`src/dvicce_pkg.sv`:
```
// ----------------------------------------------------------------------------
// dvicce_pkg
// Shared types, request and command codes, and opcode tables for the DVI
// command coalescing encoder.
// ----------------------------------------------------------------------------
package dvicce_pkg;

  // request codes on the input channel
  localparam logic [3:0] REQ_RIGHT = 4'd0;
  localparam logic [3:0] REQ_DOWN  = 4'd1;
  localparam logic [3:0] REQ_SET   = 4'd2;
  localparam logic [3:0] REQ_PUT   = 4'd3;
  localparam logic [3:0] REQ_RULE  = 4'd4;
  localparam logic [3:0] REQ_FONT  = 4'd5;
  localparam logic [3:0] REQ_PUSH  = 4'd6;
  localparam logic [3:0] REQ_POP   = 4'd7;
  localparam logic [3:0] REQ_EOP   = 4'd8;
  localparam logic [3:0] REQ_NOP   = 4'd9;
  localparam logic [3:0] REQ_RAW   = 4'd10;

  // pending command kinds
  localparam logic [3:0] K_NOP    = 4'd0;
  localparam logic [3:0] K_RIGHT1 = 4'd1;
  localparam logic [3:0] K_RIGHT2 = 4'd2;
  localparam logic [3:0] K_RIGHT3 = 4'd3;
  localparam logic [3:0] K_RIGHT4 = 4'd4;
  localparam logic [3:0] K_DOWN1  = 4'd5;
  localparam logic [3:0] K_DOWN2  = 4'd6;
  localparam logic [3:0] K_DOWN3  = 4'd7;
  localparam logic [3:0] K_DOWN4  = 4'd8;
  localparam logic [3:0] K_SET    = 4'd9;
  localparam logic [3:0] K_PUT    = 4'd10;
  localparam logic [3:0] K_RULE   = 4'd11;
  localparam logic [3:0] K_FNT    = 4'd12;
  localparam logic [3:0] K_PUSH   = 4'd13;
  localparam logic [3:0] K_POP    = 4'd14;
  localparam logic [3:0] K_EOP    = 4'd15;

  // move sizing masks
  localparam logic [31:0] MASK_QUAD = 32'hff80_0000;
  localparam logic [31:0] MASK_TRIO = 32'h007f_8000;
  localparam logic [31:0] MASK_PAIR = 32'h0000_7f80;
  // negative down moves above -32767 fit in two bytes
  localparam logic [31:0] DOWN2_NEG_LIMIT = 32'hffff_8001;

  typedef struct packed {
    logic [3:0]         req_type;
    logic signed [31:0] amount;
    logic signed [31:0] amount_two;
  } in_item_t;

  typedef struct packed {
    logic [7:0]  out_byte;
    logic [31:0] byte_offset;
    logic        last_of_run;
  } out_item_t;

  // one emission job handed from front to back
  typedef struct packed {
    logic        raw;
    logic [3:0]  kind;
    logic [31:0] first;
    logic [31:0] second;
  } job_t;

  // DVI opcode for each kind
  function automatic logic [7:0] opcode_of(input logic [3:0] kind);
    logic [7:0] op;
    unique case (kind)
      K_NOP:    op = 8'd138;
      K_RIGHT1: op = 8'd143;
      K_RIGHT2: op = 8'd144;
      K_RIGHT3: op = 8'd145;
      K_RIGHT4: op = 8'd146;
      K_DOWN1:  op = 8'd157;
      K_DOWN2:  op = 8'd158;
      K_DOWN3:  op = 8'd159;
      K_DOWN4:  op = 8'd160;
      K_SET:    op = 8'd128;
      K_PUT:    op = 8'd133;
      K_RULE:   op = 8'd137;
      K_FNT:    op = 8'd235;
      K_PUSH:   op = 8'd141;
      K_POP:    op = 8'd142;
      K_EOP:    op = 8'd140;
      default:  op = 8'd138;
    endcase
    return op;
  endfunction

  // number of bytes of the first value that follow the opcode
  function automatic logic [3:0] value_bytes(input logic [3:0] kind);
    logic [3:0] nb;
    unique case (kind)
      K_RIGHT1, K_DOWN1, K_SET, K_PUT, K_FNT: nb = 4'd1;
      K_RIGHT2, K_DOWN2:                      nb = 4'd2;
      K_RIGHT3, K_DOWN3:                      nb = 4'd3;
      K_RIGHT4, K_DOWN4, K_RULE:              nb = 4'd4;
      default:                                nb = 4'd0;
    endcase
    return nb;
  endfunction

  // index of the final byte of a job
  function automatic logic [3:0] job_last_idx(input job_t job);
    logic [3:0] idx;
    if (job.raw) begin
      idx = 4'd0;
    end else if (job.kind == K_RULE) begin
      idx = 4'd8;
    end else begin
      idx = value_bytes(job.kind);
    end
    return idx;
  endfunction

endpackage

```
`src/dvicce_front.sv`:
```
// ----------------------------------------------------------------------------
// dvicce_front
// Accepts requests, sizes moves, merges moves into the pending command and
// issues a job for each pending command that must go out, or for a raw byte.
// ----------------------------------------------------------------------------
module dvicce_front (
  input  logic                clk,
  input  logic                rst_n,
  input  logic                in_valid,
  output logic                in_stall,
  input  dvicce_pkg::in_item_t in_data,
  input  logic                q_full,
  output logic                push,
  output dvicce_pkg::job_t    push_job
);

  logic [3:0]  pend_kind_r, pend_kind_nxt;
  logic [31:0] pend_first_r, pend_first_nxt;
  logic [31:0] pend_second_r, pend_second_nxt;

  logic        accept;
  logic [31:0] a_val;
  logic [3:0]  new_kind;
  logic        is_cmd;
  logic        is_raw;
  logic        merge_down;
  logic        merge_right;

  // one job at most per transaction, so a free slot is all we need
  assign in_stall = q_full;
  assign accept   = in_valid && !in_stall;
  assign a_val    = $unsigned(in_data.amount);

  function automatic logic [1:0] size_sel(input logic [31:0] v);
    logic [1:0] s;
    if ((v & dvicce_pkg::MASK_QUAD) != 32'd0) begin
      s = 2'd3;
    end else if ((v & dvicce_pkg::MASK_TRIO) != 32'd0) begin
      s = 2'd2;
    end else if ((v & dvicce_pkg::MASK_PAIR) != 32'd0) begin
      s = 2'd1;
    end else begin
      s = 2'd0;
    end
    return s;
  endfunction

  // request decode and move sizing
  always_comb begin
    new_kind = dvicce_pkg::K_NOP;
    is_cmd   = 1'b1;
    is_raw   = 1'b0;
    unique case (in_data.req_type)
      dvicce_pkg::REQ_RIGHT: begin
        is_cmd   = (a_val != 32'd0);
        new_kind = dvicce_pkg::K_RIGHT1 + {2'b00, size_sel(a_val)};
      end
      dvicce_pkg::REQ_DOWN: begin
        is_cmd = (a_val != 32'd0);
        if (a_val[31]) begin
          new_kind = (a_val > dvicce_pkg::DOWN2_NEG_LIMIT) ? dvicce_pkg::K_DOWN2
                                                          : dvicce_pkg::K_DOWN4;
        end else begin
          new_kind = dvicce_pkg::K_DOWN1 + {2'b00, size_sel(a_val)};
        end
      end
      dvicce_pkg::REQ_SET:  new_kind = dvicce_pkg::K_SET;
      dvicce_pkg::REQ_PUT:  new_kind = dvicce_pkg::K_PUT;
      dvicce_pkg::REQ_RULE: new_kind = dvicce_pkg::K_RULE;
      dvicce_pkg::REQ_FONT: new_kind = dvicce_pkg::K_FNT;
      dvicce_pkg::REQ_PUSH: new_kind = dvicce_pkg::K_PUSH;
      dvicce_pkg::REQ_POP:  new_kind = dvicce_pkg::K_POP;
      dvicce_pkg::REQ_EOP:  new_kind = dvicce_pkg::K_EOP;
      dvicce_pkg::REQ_NOP:  new_kind = dvicce_pkg::K_NOP;
      dvicce_pkg::REQ_RAW: begin
        is_cmd = 1'b0;
        is_raw = 1'b1;
      end
      default: is_cmd = 1'b0;
    endcase
  end

  // merge checks against the pending command
  assign merge_down =
    (new_kind == dvicce_pkg::K_DOWN3 || new_kind == dvicce_pkg::K_DOWN4) &&
    (pend_kind_r == dvicce_pkg::K_DOWN3 || pend_kind_r == dvicce_pkg::K_DOWN4);
  assign merge_right = (new_kind == dvicce_pkg::K_RIGHT4) &&
    (pend_kind_r == dvicce_pkg::K_RIGHT3 || pend_kind_r == dvicce_pkg::K_RIGHT4);

  // pending update and job issue
  always_comb begin
    pend_kind_nxt   = pend_kind_r;
    pend_first_nxt  = pend_first_r;
    pend_second_nxt = pend_second_r;
    push            = 1'b0;
    push_job.raw    = 1'b0;
    push_job.kind   = pend_kind_r;
    push_job.first  = pend_first_r;
    push_job.second = pend_second_r;
    if (accept) begin
      if (is_raw) begin
        push            = 1'b1;
        push_job.raw    = 1'b1;
        push_job.kind   = dvicce_pkg::K_NOP;
        push_job.first  = a_val;
        push_job.second = 32'd0;
      end else if (is_cmd) begin
        if (merge_down) begin
          pend_first_nxt = pend_first_r + a_val;
          pend_kind_nxt  = dvicce_pkg::K_DOWN4;
        end else if (merge_right) begin
          pend_first_nxt = pend_first_r + a_val;
          pend_kind_nxt  = dvicce_pkg::K_RIGHT4;
        end else begin
          push            = 1'b1;
          pend_kind_nxt   = new_kind;
          pend_first_nxt  = a_val;
          pend_second_nxt = $unsigned(in_data.amount_two);
        end
      end
    end
  end

  // pending command registers
  always_ff @(posedge clk) begin
    if (!rst_n) begin
      pend_kind_r   <= dvicce_pkg::K_NOP;
      pend_first_r  <= 32'd0;
      pend_second_r <= 32'd0;
    end else begin
      pend_kind_r   <= pend_kind_nxt;
      pend_first_r  <= pend_first_nxt;
      pend_second_r <= pend_second_nxt;
    end
  end

endmodule

```
`src/dvicce_queue.sv`:
```
// ----------------------------------------------------------------------------
// dvicce_queue
// Small job queue between the front and the back end.
// ----------------------------------------------------------------------------
module dvicce_queue #(
  parameter int DEPTH = 4
) (
  input  logic             clk,
  input  logic             rst_n,
  input  logic             push,
  input  dvicce_pkg::job_t push_job,
  input  logic             pop,
  output dvicce_pkg::job_t head_job,
  output logic             full,
  output logic             empty
);

  localparam int PTR_W = (DEPTH > 1) ? $clog2(DEPTH) : 1;
  localparam int CNT_W = $clog2(DEPTH + 1);

  dvicce_pkg::job_t slots_r [DEPTH];
  logic [PTR_W-1:0] wr_ptr_r, wr_ptr_nxt;
  logic [PTR_W-1:0] rd_ptr_r, rd_ptr_nxt;
  logic [CNT_W-1:0] count_r, count_nxt;

  assign full     = (count_r == CNT_W'(DEPTH));
  assign empty    = (count_r == '0);
  assign head_job = slots_r[rd_ptr_r];

  // pointer and fill count update
  always_comb begin
    wr_ptr_nxt = wr_ptr_r;
    rd_ptr_nxt = rd_ptr_r;
    count_nxt  = count_r;
    if (push) begin
      wr_ptr_nxt = (wr_ptr_r == PTR_W'(DEPTH - 1)) ? '0 : wr_ptr_r + 1'b1;
    end
    if (pop) begin
      rd_ptr_nxt = (rd_ptr_r == PTR_W'(DEPTH - 1)) ? '0 : rd_ptr_r + 1'b1;
    end
    if (push && !pop) begin
      count_nxt = count_r + 1'b1;
    end else if (pop && !push) begin
      count_nxt = count_r - 1'b1;
    end
  end

  always_ff @(posedge clk) begin
    if (!rst_n) begin
      wr_ptr_r <= '0;
      rd_ptr_r <= '0;
      count_r  <= '0;
    end else begin
      wr_ptr_r <= wr_ptr_nxt;
      rd_ptr_r <= rd_ptr_nxt;
      count_r  <= count_nxt;
    end
  end

  // job storage
  always_ff @(posedge clk) begin
    if (push) begin
      slots_r[wr_ptr_r] <= push_job;
    end
  end

`ifndef SYNTHESIS
  a_no_push_full: assert property (@(posedge clk) disable iff (!rst_n)
    push |-> !full) else $error("job pushed into full queue");
  a_no_pop_empty: assert property (@(posedge clk) disable iff (!rst_n)
    pop |-> !empty) else $error("job popped from empty queue");
  a_count_bound: assert property (@(posedge clk) disable iff (!rst_n)
    count_r <= CNT_W'(DEPTH)) else $error("queue count out of range");
  a_count_hold: assert property (@(posedge clk) disable iff (!rst_n)
    (push == pop) |=> $stable(count_r)) else $error("queue count moved");
`endif

endmodule

```
`src/dvicce_back.sv`:
```
// ----------------------------------------------------------------------------
// dvicce_back
// Serializes queued jobs into DVI bytes, one per cycle unless stalled, tagging
// each with the running stream offset, through a registered output stage.
// ----------------------------------------------------------------------------
module dvicce_back (
  input  logic                  clk,
  input  logic                  rst_n,
  input  dvicce_pkg::job_t      head_job,
  input  logic                  q_empty,
  output logic                  pop,
  output logic                  out_valid,
  input  logic                  out_stall,
  output dvicce_pkg::out_item_t out_data
);

  logic [3:0]            idx_r, idx_nxt;
  logic [31:0]           offset_r, offset_nxt;
  logic                  out_valid_r, out_valid_nxt;
  dvicce_pkg::out_item_t out_data_r;

  logic       emit;
  logic       is_last;
  logic [7:0] cur_byte;

  // byte at position idx of a job: opcode, first value msb first, then second
  function automatic logic [7:0] pick_byte(input dvicce_pkg::job_t job,
                                           input logic [3:0] idx);
    logic [3:0] nb;
    logic [1:0] sh;
    logic [7:0] b;
    nb = dvicce_pkg::value_bytes(job.kind);
    sh = 2'd0;
    if (job.raw) begin
      b = job.first[7:0];
    end else if (idx == 4'd0) begin
      b = dvicce_pkg::opcode_of(job.kind);
    end else if (idx <= nb) begin
      sh = 2'(nb - idx);
      b  = job.first[{sh, 3'b000} +: 8];
    end else begin
      sh = 2'(4'd8 - idx);
      b  = job.second[{sh, 3'b000} +: 8];
    end
    return b;
  endfunction

  assign emit     = !q_empty && (!out_valid_r || !out_stall);
  assign is_last  = (idx_r == dvicce_pkg::job_last_idx(head_job));
  assign pop      = emit && is_last;
  assign cur_byte = pick_byte(head_job, idx_r);

  // byte index, stream offset and output valid
  always_comb begin
    idx_nxt       = idx_r;
    offset_nxt    = offset_r;
    out_valid_nxt = out_valid_r;
    if (emit) begin
      idx_nxt       = is_last ? 4'd0 : idx_r + 4'd1;
      offset_nxt    = offset_r + 32'd1;
      out_valid_nxt = 1'b1;
    end else if (!out_stall) begin
      out_valid_nxt = 1'b0;
    end
  end

  always_ff @(posedge clk) begin
    if (!rst_n) begin
      idx_r       <= 4'd0;
      offset_r    <= 32'd0;
      out_valid_r <= 1'b0;
    end else begin
      idx_r       <= idx_nxt;
      offset_r    <= offset_nxt;
      out_valid_r <= out_valid_nxt;
    end
  end

  // output payload register
  always_ff @(posedge clk) begin
    if (emit) begin
      out_data_r.out_byte    <= cur_byte;
      out_data_r.byte_offset <= offset_r;
      out_data_r.last_of_run <= is_last;
    end
  end

  assign out_valid = out_valid_r;
  assign out_data  = out_data_r;

endmodule

```
`src/dvi_command_coalescing_encoder.sv`:
```
// ----------------------------------------------------------------------------
// dvi_command_coalescing_encoder
// Encodes typesetting requests into a big-endian DVI byte stream, holding one
// command pending so that consecutive wide moves can merge.
// ----------------------------------------------------------------------------
//   channel  direction  handshake           payload
//   in_      input      in_valid/in_stall   dvicce_pkg::in_item_t
//   out_     output     out_valid/out_stall dvicce_pkg::out_item_t
//
// The front takes one request per cycle while the job queue has room.
// The back emits one byte per cycle while out_stall is low, so a request
// yields 1 to 9 bytes: opcode plus value bytes of the command it pushes out.
// A request that merges, is a zero move or an unused code emits nothing.
// Reset (rst_n low, synchronous) sets the pending command to no-operation and
// the stream offset to zero; out_stall holds the output register, and the
// queue absorbs requests until it fills, then in_stall rises.
// ----------------------------------------------------------------------------
module dvi_command_coalescing_encoder #(
  parameter int QUEUE_DEPTH = 4
) (
  input  logic                  clk,
  input  logic                  rst_n,
  input  logic                  in_valid,
  output logic                  in_stall,
  input  dvicce_pkg::in_item_t  in_data,
  output logic                  out_valid,
  input  logic                  out_stall,
  output dvicce_pkg::out_item_t out_data
);

  logic             push;
  logic             pop;
  logic             q_full;
  logic             q_empty;
  dvicce_pkg::job_t push_job;
  dvicce_pkg::job_t head_job;

  // request decode and merging
  dvicce_front u_front (
    .clk      (clk),
    .rst_n    (rst_n),
    .in_valid (in_valid),
    .in_stall (in_stall),
    .in_data  (in_data),
    .q_full   (q_full),
    .push     (push),
    .push_job (push_job)
  );

  // job queue
  dvicce_queue #(
    .DEPTH (QUEUE_DEPTH)
  ) u_queue (
    .clk      (clk),
    .rst_n    (rst_n),
    .push     (push),
    .push_job (push_job),
    .pop      (pop),
    .head_job (head_job),
    .full     (q_full),
    .empty    (q_empty)
  );

  // byte serializer
  dvicce_back u_back (
    .clk       (clk),
    .rst_n     (rst_n),
    .head_job  (head_job),
    .q_empty   (q_empty),
    .pop       (pop),
    .out_valid (out_valid),
    .out_stall (out_stall),
    .out_data  (out_data)
  );

endmodule

```
`config.mk`:
```
export PLATFORM = sky130hd
export DESIGN_NAME = dvi_command_coalescing_encoder
export DESIGN_NICKNAME = d
export VERILOG_FILES = /design/src/dvicce_pkg.sv /design/src/dvicce_front.sv /design/src/dvicce_queue.sv /design/src/dvicce_back.sv /design/src/dvi_command_coalescing_encoder.sv
export SDC_FILE = /design/constraint.sdc
export NUM_CORES = 1
export LEC_CHECK = 0
export ABC_CLOCK_PERIOD_IN_PS = 8200
export BUFFER_PORTS_ARGS = -buffer_cell sky130_fd_sc_hd__buf_2
export CAP_MARGIN = 15
export CORE_MARGIN = 2
export CORE_UTILIZATION = 30
export DETAILED_ROUTE_END_ITERATION = 7
export SYNTH_ARGS = -nofsm -noshare
export SYNTH_HDL_FRONTEND = slang
export SYNTH_SLANG_ARGS = --single-unit
```
`constraint.sdc`:
```
create_clock -name clk -period 8.2 [get_ports clk]
set_input_delay 1.23 -clock clk [delete_from_list [all_inputs] [get_ports clk]]
set_output_delay 1.23 -clock clk [all_outputs]
set_load 0.01 [all_outputs]
```
==> results_dict.tcl, run 1 <==
set metrics [dict create \
    syn-cell-area_sq_um 19300 \
    pre_cts_slack_ns 1.63 \
    hold_viol 0 \
    status "completed" \
    finalCritPeriodShare_pct 72.0 \
    async_flop_share_pct 0 \
    dieArea_sq_um 66500 \
    setup_viol 0 \
    cts_buffer_depth 3 \
    final_cells 2506 \
    ys_types 66 \
    wire_per_inst_um 18.8 \
    ys.flop_type "edfxtp_1" \
    grt.total_usage_pct 14.0 \
    core_area_sq_um 64100 \
    drt_iter0_markers 907 \
    layout-drive-gt1-share_pct 18.9 \
    grt.overflow.total 0 \
    finalMaxSlewViolations 0 \
    cp.required_ns 8.47 \
    grt_max_degree 74 \
    fin_nets 1736 \
    powerDensity_nw_per_um2 304 \
    tightestPinTransition_ns 1.16 \
    ys_seq_area_share_pct 61.0 \
    cts.clk_slew.worst_paths_ns 0.06 \
    critPathMaxFanout 37 \
    max-cap-violations 0 \
    drc_errors 0 \
    whs_ns 0.454 \
    syn_to_final_growth_pct 16.4 \
    cts_setup_buffers 0 \
    ios 115 \
    ctsHoldBuffers 0 \
    cts_tree "done" \
    postCtsResizedCells 0 \
    hold_class "reg -> reg" \
    crit_arrival_ns 6.17 \
    fin_crit_ns 5.90 \
    vias 12600 \
    start_kind "primary input" \
    io_buffer_count 114 \
    numPlacedInstances 2417 \
    gp_congestion 0.880 \
    antenna_cells 0 \
    grt_first_pass_wirelength_mm 73.0 \
    start_util_pct 30.2 \
    routed_wl_mm 47.1 \
    final_antenna_net_count 0 \
    netlist_instances 1505 \
    clockRootBuffer "clkbuf_16" \
    synth_nets 1629 \
    grt_pass1_vias 12500 \
    synth_seq_cells 431 \
    ir_worst_vdd_mv 0.160 \
    fmax_mhz 169 \
    htree_levels 2 \
    die_x_um 258 \
    tns_ns 0 \
    cts.sinks 431 \
    row_count 93 \
    vias_per_cell 5.02 \
    rsz0062_at_grt "no" \
    cts_inserted_buffers 48 \
    setup_slack_ns 2.30 \
    insertion_delay_ns 0.60 \
    chipHeight_um 258 \
    power_w 0.00686 \
    endpoint_kind "flip-flop" \
    place_hpwl_mm 30.6 \
    critPathKind "in -> reg" \
    synth.avg_cell_area_sq_um 12.9 \
    finClkSkew_ns 0.0389 \
    synth_edf_count 317 \
    power.leakage_nw 8.01 \
    antenna_found_initial 1 \
    first_pass_iters 7 \
    maxSlewHeadroom_pct 20.4 \
    yosys_warnings 0 \
]
[layout make-up]
| class | count | area [sq um] |
|---|---|---|
| clock buffers | 52 | 1220 |
| flip-flops and latches | 431 | 11800 |
| clock inverters | 37 | 398 |
| fillers | 6140 | 41600 |
| multi-input cells | 972 | 7190 |
| well taps | 855 | 1070 |
| repair buffers | 129 | 733 |
| inverters | 30 | 114 |
[logic make-up after synthesis]
kind of cell	count (synthesis)	share of synthesized area [%]
buf+inv	102	2.04
compound gates	254	8.08
simple gates	507	12.0
fa+ha+maj	52	3.44
mux	108	11.1
flops	431	61.0
xor+xnor	51	2.31
[routing by layer]
layer  GRT usage, %  up-vias  wire [um]
met5              0        -          0
met4           4.13        0        933
met3           2.76       60       2880
met2           22.6      324      21900
met1           19.2     6325      21400
li1               -     5863          -
[worst max-delay path, cell delays in order]
cell	delay [ns]
buf_2	0.13
or4_1	0.51
nor4_1	0.59
nand3_1	0.20
ha_1	0.31
nor2_1	0.11
nor3_1	0.07
o31ai_1	0.39
a221o_1	0.22
a21boi_1	0.17
nor2_4	0.14
nand2_2	0.48
nand2_1	0.35
and2_2	0.86
buf_12	0.34
[state kept, by name (all words and copies together) (netlist names), named ones only]
| register | cells |
|---|---|
| u_queue.slots_r | 276 |
| u_queue.rd_ptr_r | 2 |
| u_queue.count_r | 3 |
| u_front.pend_first_r | 32 |
| u_back.idx_r | 4 |
| u_queue.wr_ptr_r | 2 |
| u_front.pend_second_r | 32 |
| u_back.out_valid | 1 |
| u_back.out_data | 41 |
| u_front.pend_kind_r | 4 |
| u_back.offset_r | 32 |
[worst paths after layout]
check                                    startpoint                                     end  slack (ns)  depth (start not counted)
max reg2reg                               flip-flop           u_back.out_data[35]$_DFFE_PP_        3.21                         11
min reg2reg  u_front.pend_second_r[11]$_SDFFE_PN0P_  u_front.pend_second_r[11]$_SDFFE_PN0P_        0.45                          2
max                                     in_data[57]        u_queue.slots_r[1][63]$_DFFE_PP_        2.30                         15
min          u_front.pend_second_r[11]$_SDFFE_PN0P_  u_front.pend_second_r[11]$_SDFFE_PN0P_        0.45                          2
[metrics by stage]
stage	utilization [%]	cell area, sq um
2_1_floorplan	-	19300
3_3_place_gp	32.6	20900
3_5_place_dp	32.6	20900
4_1_cts	35.1	22500
5_1_grt	35.1	22500
6_report	35.1	22500
[cells in the final DEF, fill, tap and decap left out, types with 5 or more instances in the layout]
cell type  synthesis  routed
mux2i_1           18      18
nand4_1           15      15
o211a_1            5       5
nor2b_1            9       9
bufinv_16          0       6
mux4_2            85      85
dfxtp_1          114     112
edfxtp_1         317     317
nor3_1            29      28
clkbuf_16          0      48
nand3_1           33      32
a31oi_1            8       8
nor2_1           107     106
buf_4              0      11
ha_1              50      50
o21ai_0           60      60
xnor2_1           20      20
clkinv_1           0      11
and2_1            41      37
xor2_1            31      31
o21bai_1           6       6
a21o_1            13      13
a211oi_1          24      24
buf_2             10     114
a21oi_1           88      87
mux2_2             5       5
or3_1             10      10
and3_1            13      13
nand2_1          216     216
inv_1             29      28
nor3b_1            6       6
clkinv_2           0       8
o21ai_1            7       7
nor4_1             7       7
[cell usage after synthesis (all sizes together) (24+ instances only)]
cell type / number / share of area, %
a211oi: 24 / 0.93
a21oi: 88 / 2.3
and2: 41 / 1.3
buf: 25 / 0.55
clkbuf: 47 / 0.91
dfxtp: 114 / 12
edfxtp: 317 / 49
ha: 50 / 3.2
inv: 30 / 0.58
mux4: 85 / 9.9
nand2: 217 / 4.2
nand3: 33 / 0.85
nor2: 107 / 2.1
nor3: 30 / 0.83
o21ai: 67 / 1.7
xor2: 31 / 1.4
[where the power goes]
group | leakage (nW) | internal [W] | total, W | switching [W]
logic | 3.32 | 0.000796 | 0.00185 | 0.00106
clock network | 0.777 | 0.00128 | 0.00219 | 0.000909
registers | 3.92 | 0.00266 | 0.00282 | 0.000153
No activity file was read; power rests on OpenSTA's default activity.
==> run 2: changes to the inputs <==
Settings changed: ABC_AREA from default to 1, ABC_CLOCK_PERIOD_IN_PS 8200 to 6200.
Clock period 8.2 ns to 6.2 ns, I/O delays scaled along.
==> run 2 against run 1 <==
Against the previous run: synthesized cell count up 58%; clock power rose by 29%; largest cell class unchanged; hold slack improved by 0.0072 ns.
==> results_dict.tcl, run 2 <==
set metrics [dict create \
    start_kind "flip-flop" \
    finalMaxSlewViolations 0 \
    row_count 97 \
    vias 16900 \
    finalCritPeriodShare_pct 73.3 \
    drt_iter0_markers 1328 \
    cts_setup_buffers 0 \
    gp_congestion 0.902 \
    netlist_instances 2376 \
    cts.clk_slew.worst_paths_ns 0.06 \
    die_x_um 269 \
    drc_errors 0 \
    critPathKind "reg -> reg" \
    rsz0062_at_grt "no" \
    tightestPinTransition_ns 1.15 \
    insertion_delay_ns 0.60 \
    cts_tree "done" \
    ctsHoldBuffers 0 \
    htree_levels 2 \
    ios 115 \
    top_register "u_queue.slots_r" \
    ys_seq_area_share_pct 56.2 \
    layout-drive-gt1-share_pct 9.85 \
    wire_per_inst_um 17.0 \
    synth_nets 2500 \
    switching_power_w 0.00313 \
    yosys_warnings 0 \
    yosysTopAreaCell "edfxtp_1" \
    synth_top_area_share_pct 45.3 \
    ir_worst_vdd_mv 0.220 \
    clockPowerShare_pct 31.3 \
    final_antenna_net_count 0 \
    p_comb_share_pct 27.8 \
    grt_max_degree 75 \
    antenna_cells 0 \
    synth_edf_count 317 \
    hold_viol 0 \
    ys_top_cells_by_area "edfxtp_1 (45%), dfxtp_1 (11%), nand2_1 (11%)" \
    grt_first_pass_wirelength_mm 90.6 \
    grt_pass1_vias 16100 \
    powerDensity_nw_per_um2 373 \
    fin_crit_ns 4.55 \
    maxSlewHeadroom_pct 23.3 \
    cts_inserted_buffers 48 \
    hold_class "reg -> reg" \
    cts.sinks 431 \
    clockRootBuffer "clkbuf_16" \
    cts_buffer_depth 3 \
    synth_seq_cells 431 \
    final_cell_mix "nand2_1 (605), edfxtp_1 (317), nor2_1 (296)" \
    syn_to_final_growth_pct 14.9 \
    dieArea_sq_um 72200 \
    postCtsResizedCells 0 \
    setup_viol 0 \
    tns_ns 0 \
    fin_nets 2581 \
    ys.flop_type "edfxtp_1" \
    layout_commonest_cell "nand2_1" \
    largest_reg_flops 276 \
    vias_per_cell 4.91 \
    syn-cell-area_sq_um 21000 \
    async_flop_share_pct 0 \
    chipHeight_um 269 \
    start_util_pct 30.2 \
    seq_power_share_pct 40.9 \
    status "completed" \
    synthMostInstantiatedCell "nand2_1" \
    critPathMaxFanout 74 \
    first_pass_iters 5 \
    power.internal_w 0.00589 \
    core_area_sq_um 69700 \
    max-cap-violations 0 \
    ys_types 50 \
    finClkSkew_ns 0.0267 \
    place_hpwl_mm 38.7 \
    cp.required_ns 6.53 \
    synth.avg_cell_area_sq_um 8.84 \
    endpoint_kind "flip-flop" \
    synth_common_cells "nand2_1 (605), edfxtp_1 (317), nor2_1 (300)" \
    fmax_mhz 220 \
    io_buffer_count 114 \
    antenna_found_initial 2 \
    n_fill_cell 7248 \
    routed_wl_mm 58.6 \
    grt.overflow.total 0 \
    power.leakage_nw 9.26 \
    grt.total_usage_pct 16.0 \
    crit_arrival_ns 4.88 \
    fin_util_pct 34.7 \
    swShare_pct 34.7 \
]
==> run 2: cell types whose count changed after synthesis, moves of 27 or more <==
cell	previous run	this run
a21oi_1	88	138
and2_1	41	0
clkbuf_1	47	80
inv_1	29	180
mux4_2	85	0
nand2_1	216	605
nand3_1	33	123
nor2_1	107	300
o21ai_0	60	209
o221ai_1	0	37
o22ai_1	3	30
==> run 2: path summary, 6_finish.rpt <==
| check | startpoint | endpoint | slack [ns] | cells after the start |
|---|---|---|---|---|
| worst max-delay path | flip-flop | u_back.out_data[33]$_DFFE_PP_ | 1.65 | 15 |
| worst min-delay path | u_back.offset_r[3]$_SDFFE_PN0P_ | u_back.out_data[4]$_DFFE_PP_ | 0.46 | 0 |
| worst max register to register | flip-flop | u_back.out_data[33]$_DFFE_PP_ | 1.65 | 15 |
| worst min register to register | u_back.offset_r[3]$_SDFFE_PN0P_ | u_back.out_data[4]$_DFFE_PP_ | 0.46 | 0 |
==> run 2: logic make-up after synthesis <==
| kind of cell | share of synthesized area [%] |
|---|---|
| compound gates | 12.5 |
| fa+ha+maj | 3.17 |
| simple gates | 21.3 |
| xor+xnor | 1.29 |
| buf+inv | 5.57 |
| flops | 56.2 |
==> run 2: power groups by stage <==
stage                     sequential (W)  clock [W]  combinational [W]
final                            0.00369    0.00282            0.00251
after floorplan                  0.00374          0            0.00162
after global routing             0.00372    0.00300            0.00280
after detailed placement         0.00375          0            0.00251
after CTS                        0.00369    0.00288            0.00252
after global placement           0.00375          0            0.00249
==> run 2: through the flow <==
step           setup WS, ns  area, sq um  hold WS (ns)  total power [W]  cells
6_report               1.65        24100         0.461          0.00901   3437
5_1_grt                1.21        24100         0.479          0.00952   3437
4_1_cts                1.62        24100         0.462          0.00909   3437
3_5_place_dp           1.25        22600         0.446          0.00626   3347
3_3_place_gp           1.32        22600         0.444          0.00624   3347
2_1_floorplan         0.265        21000         0.430          0.00535   2376
==> run 2: worst max-delay path, cell delays in order (launching register included) <==
cell and delay [ns]:
dfxtp_4 0.82, inv_4 0.33, nand2_1 0.14, nand3_1 0.07
nand2_1 0.27, ha_1 0.29, inv_1 0.07, nand2_1 0.05
o21ai_0 0.08, o21ai_1 0.11, ha_1 0.65, clkinv_1 0.61
o211ai_1 0.44, o211ai_1 0.17, nand3_1 0.10, a21oi_1 0.09
==> run 2: cell type report <==
cell class	count	area, sq um	share of cell area, %
Sequential cell	431	11800	48.9
Multi-Input combinational cell	1646	8090	33.5
Clock buffer	62	1320	5.45
Tap cell	940	1180	4.87
Timing Repair Buffer	138	776	3.21
Inverter	192	723	3.00
Clock inverter	28	258	1.07
==> run 2: per-layer routing <==
metal	global-route usage (%)	up-vias	wire length, um
li1	-	8261	-
met1	21.0	8066	25800
met2	26.7	439	27400
met3	2.89	100	3530
met4	5.50	4	1760
met5	0	-	28
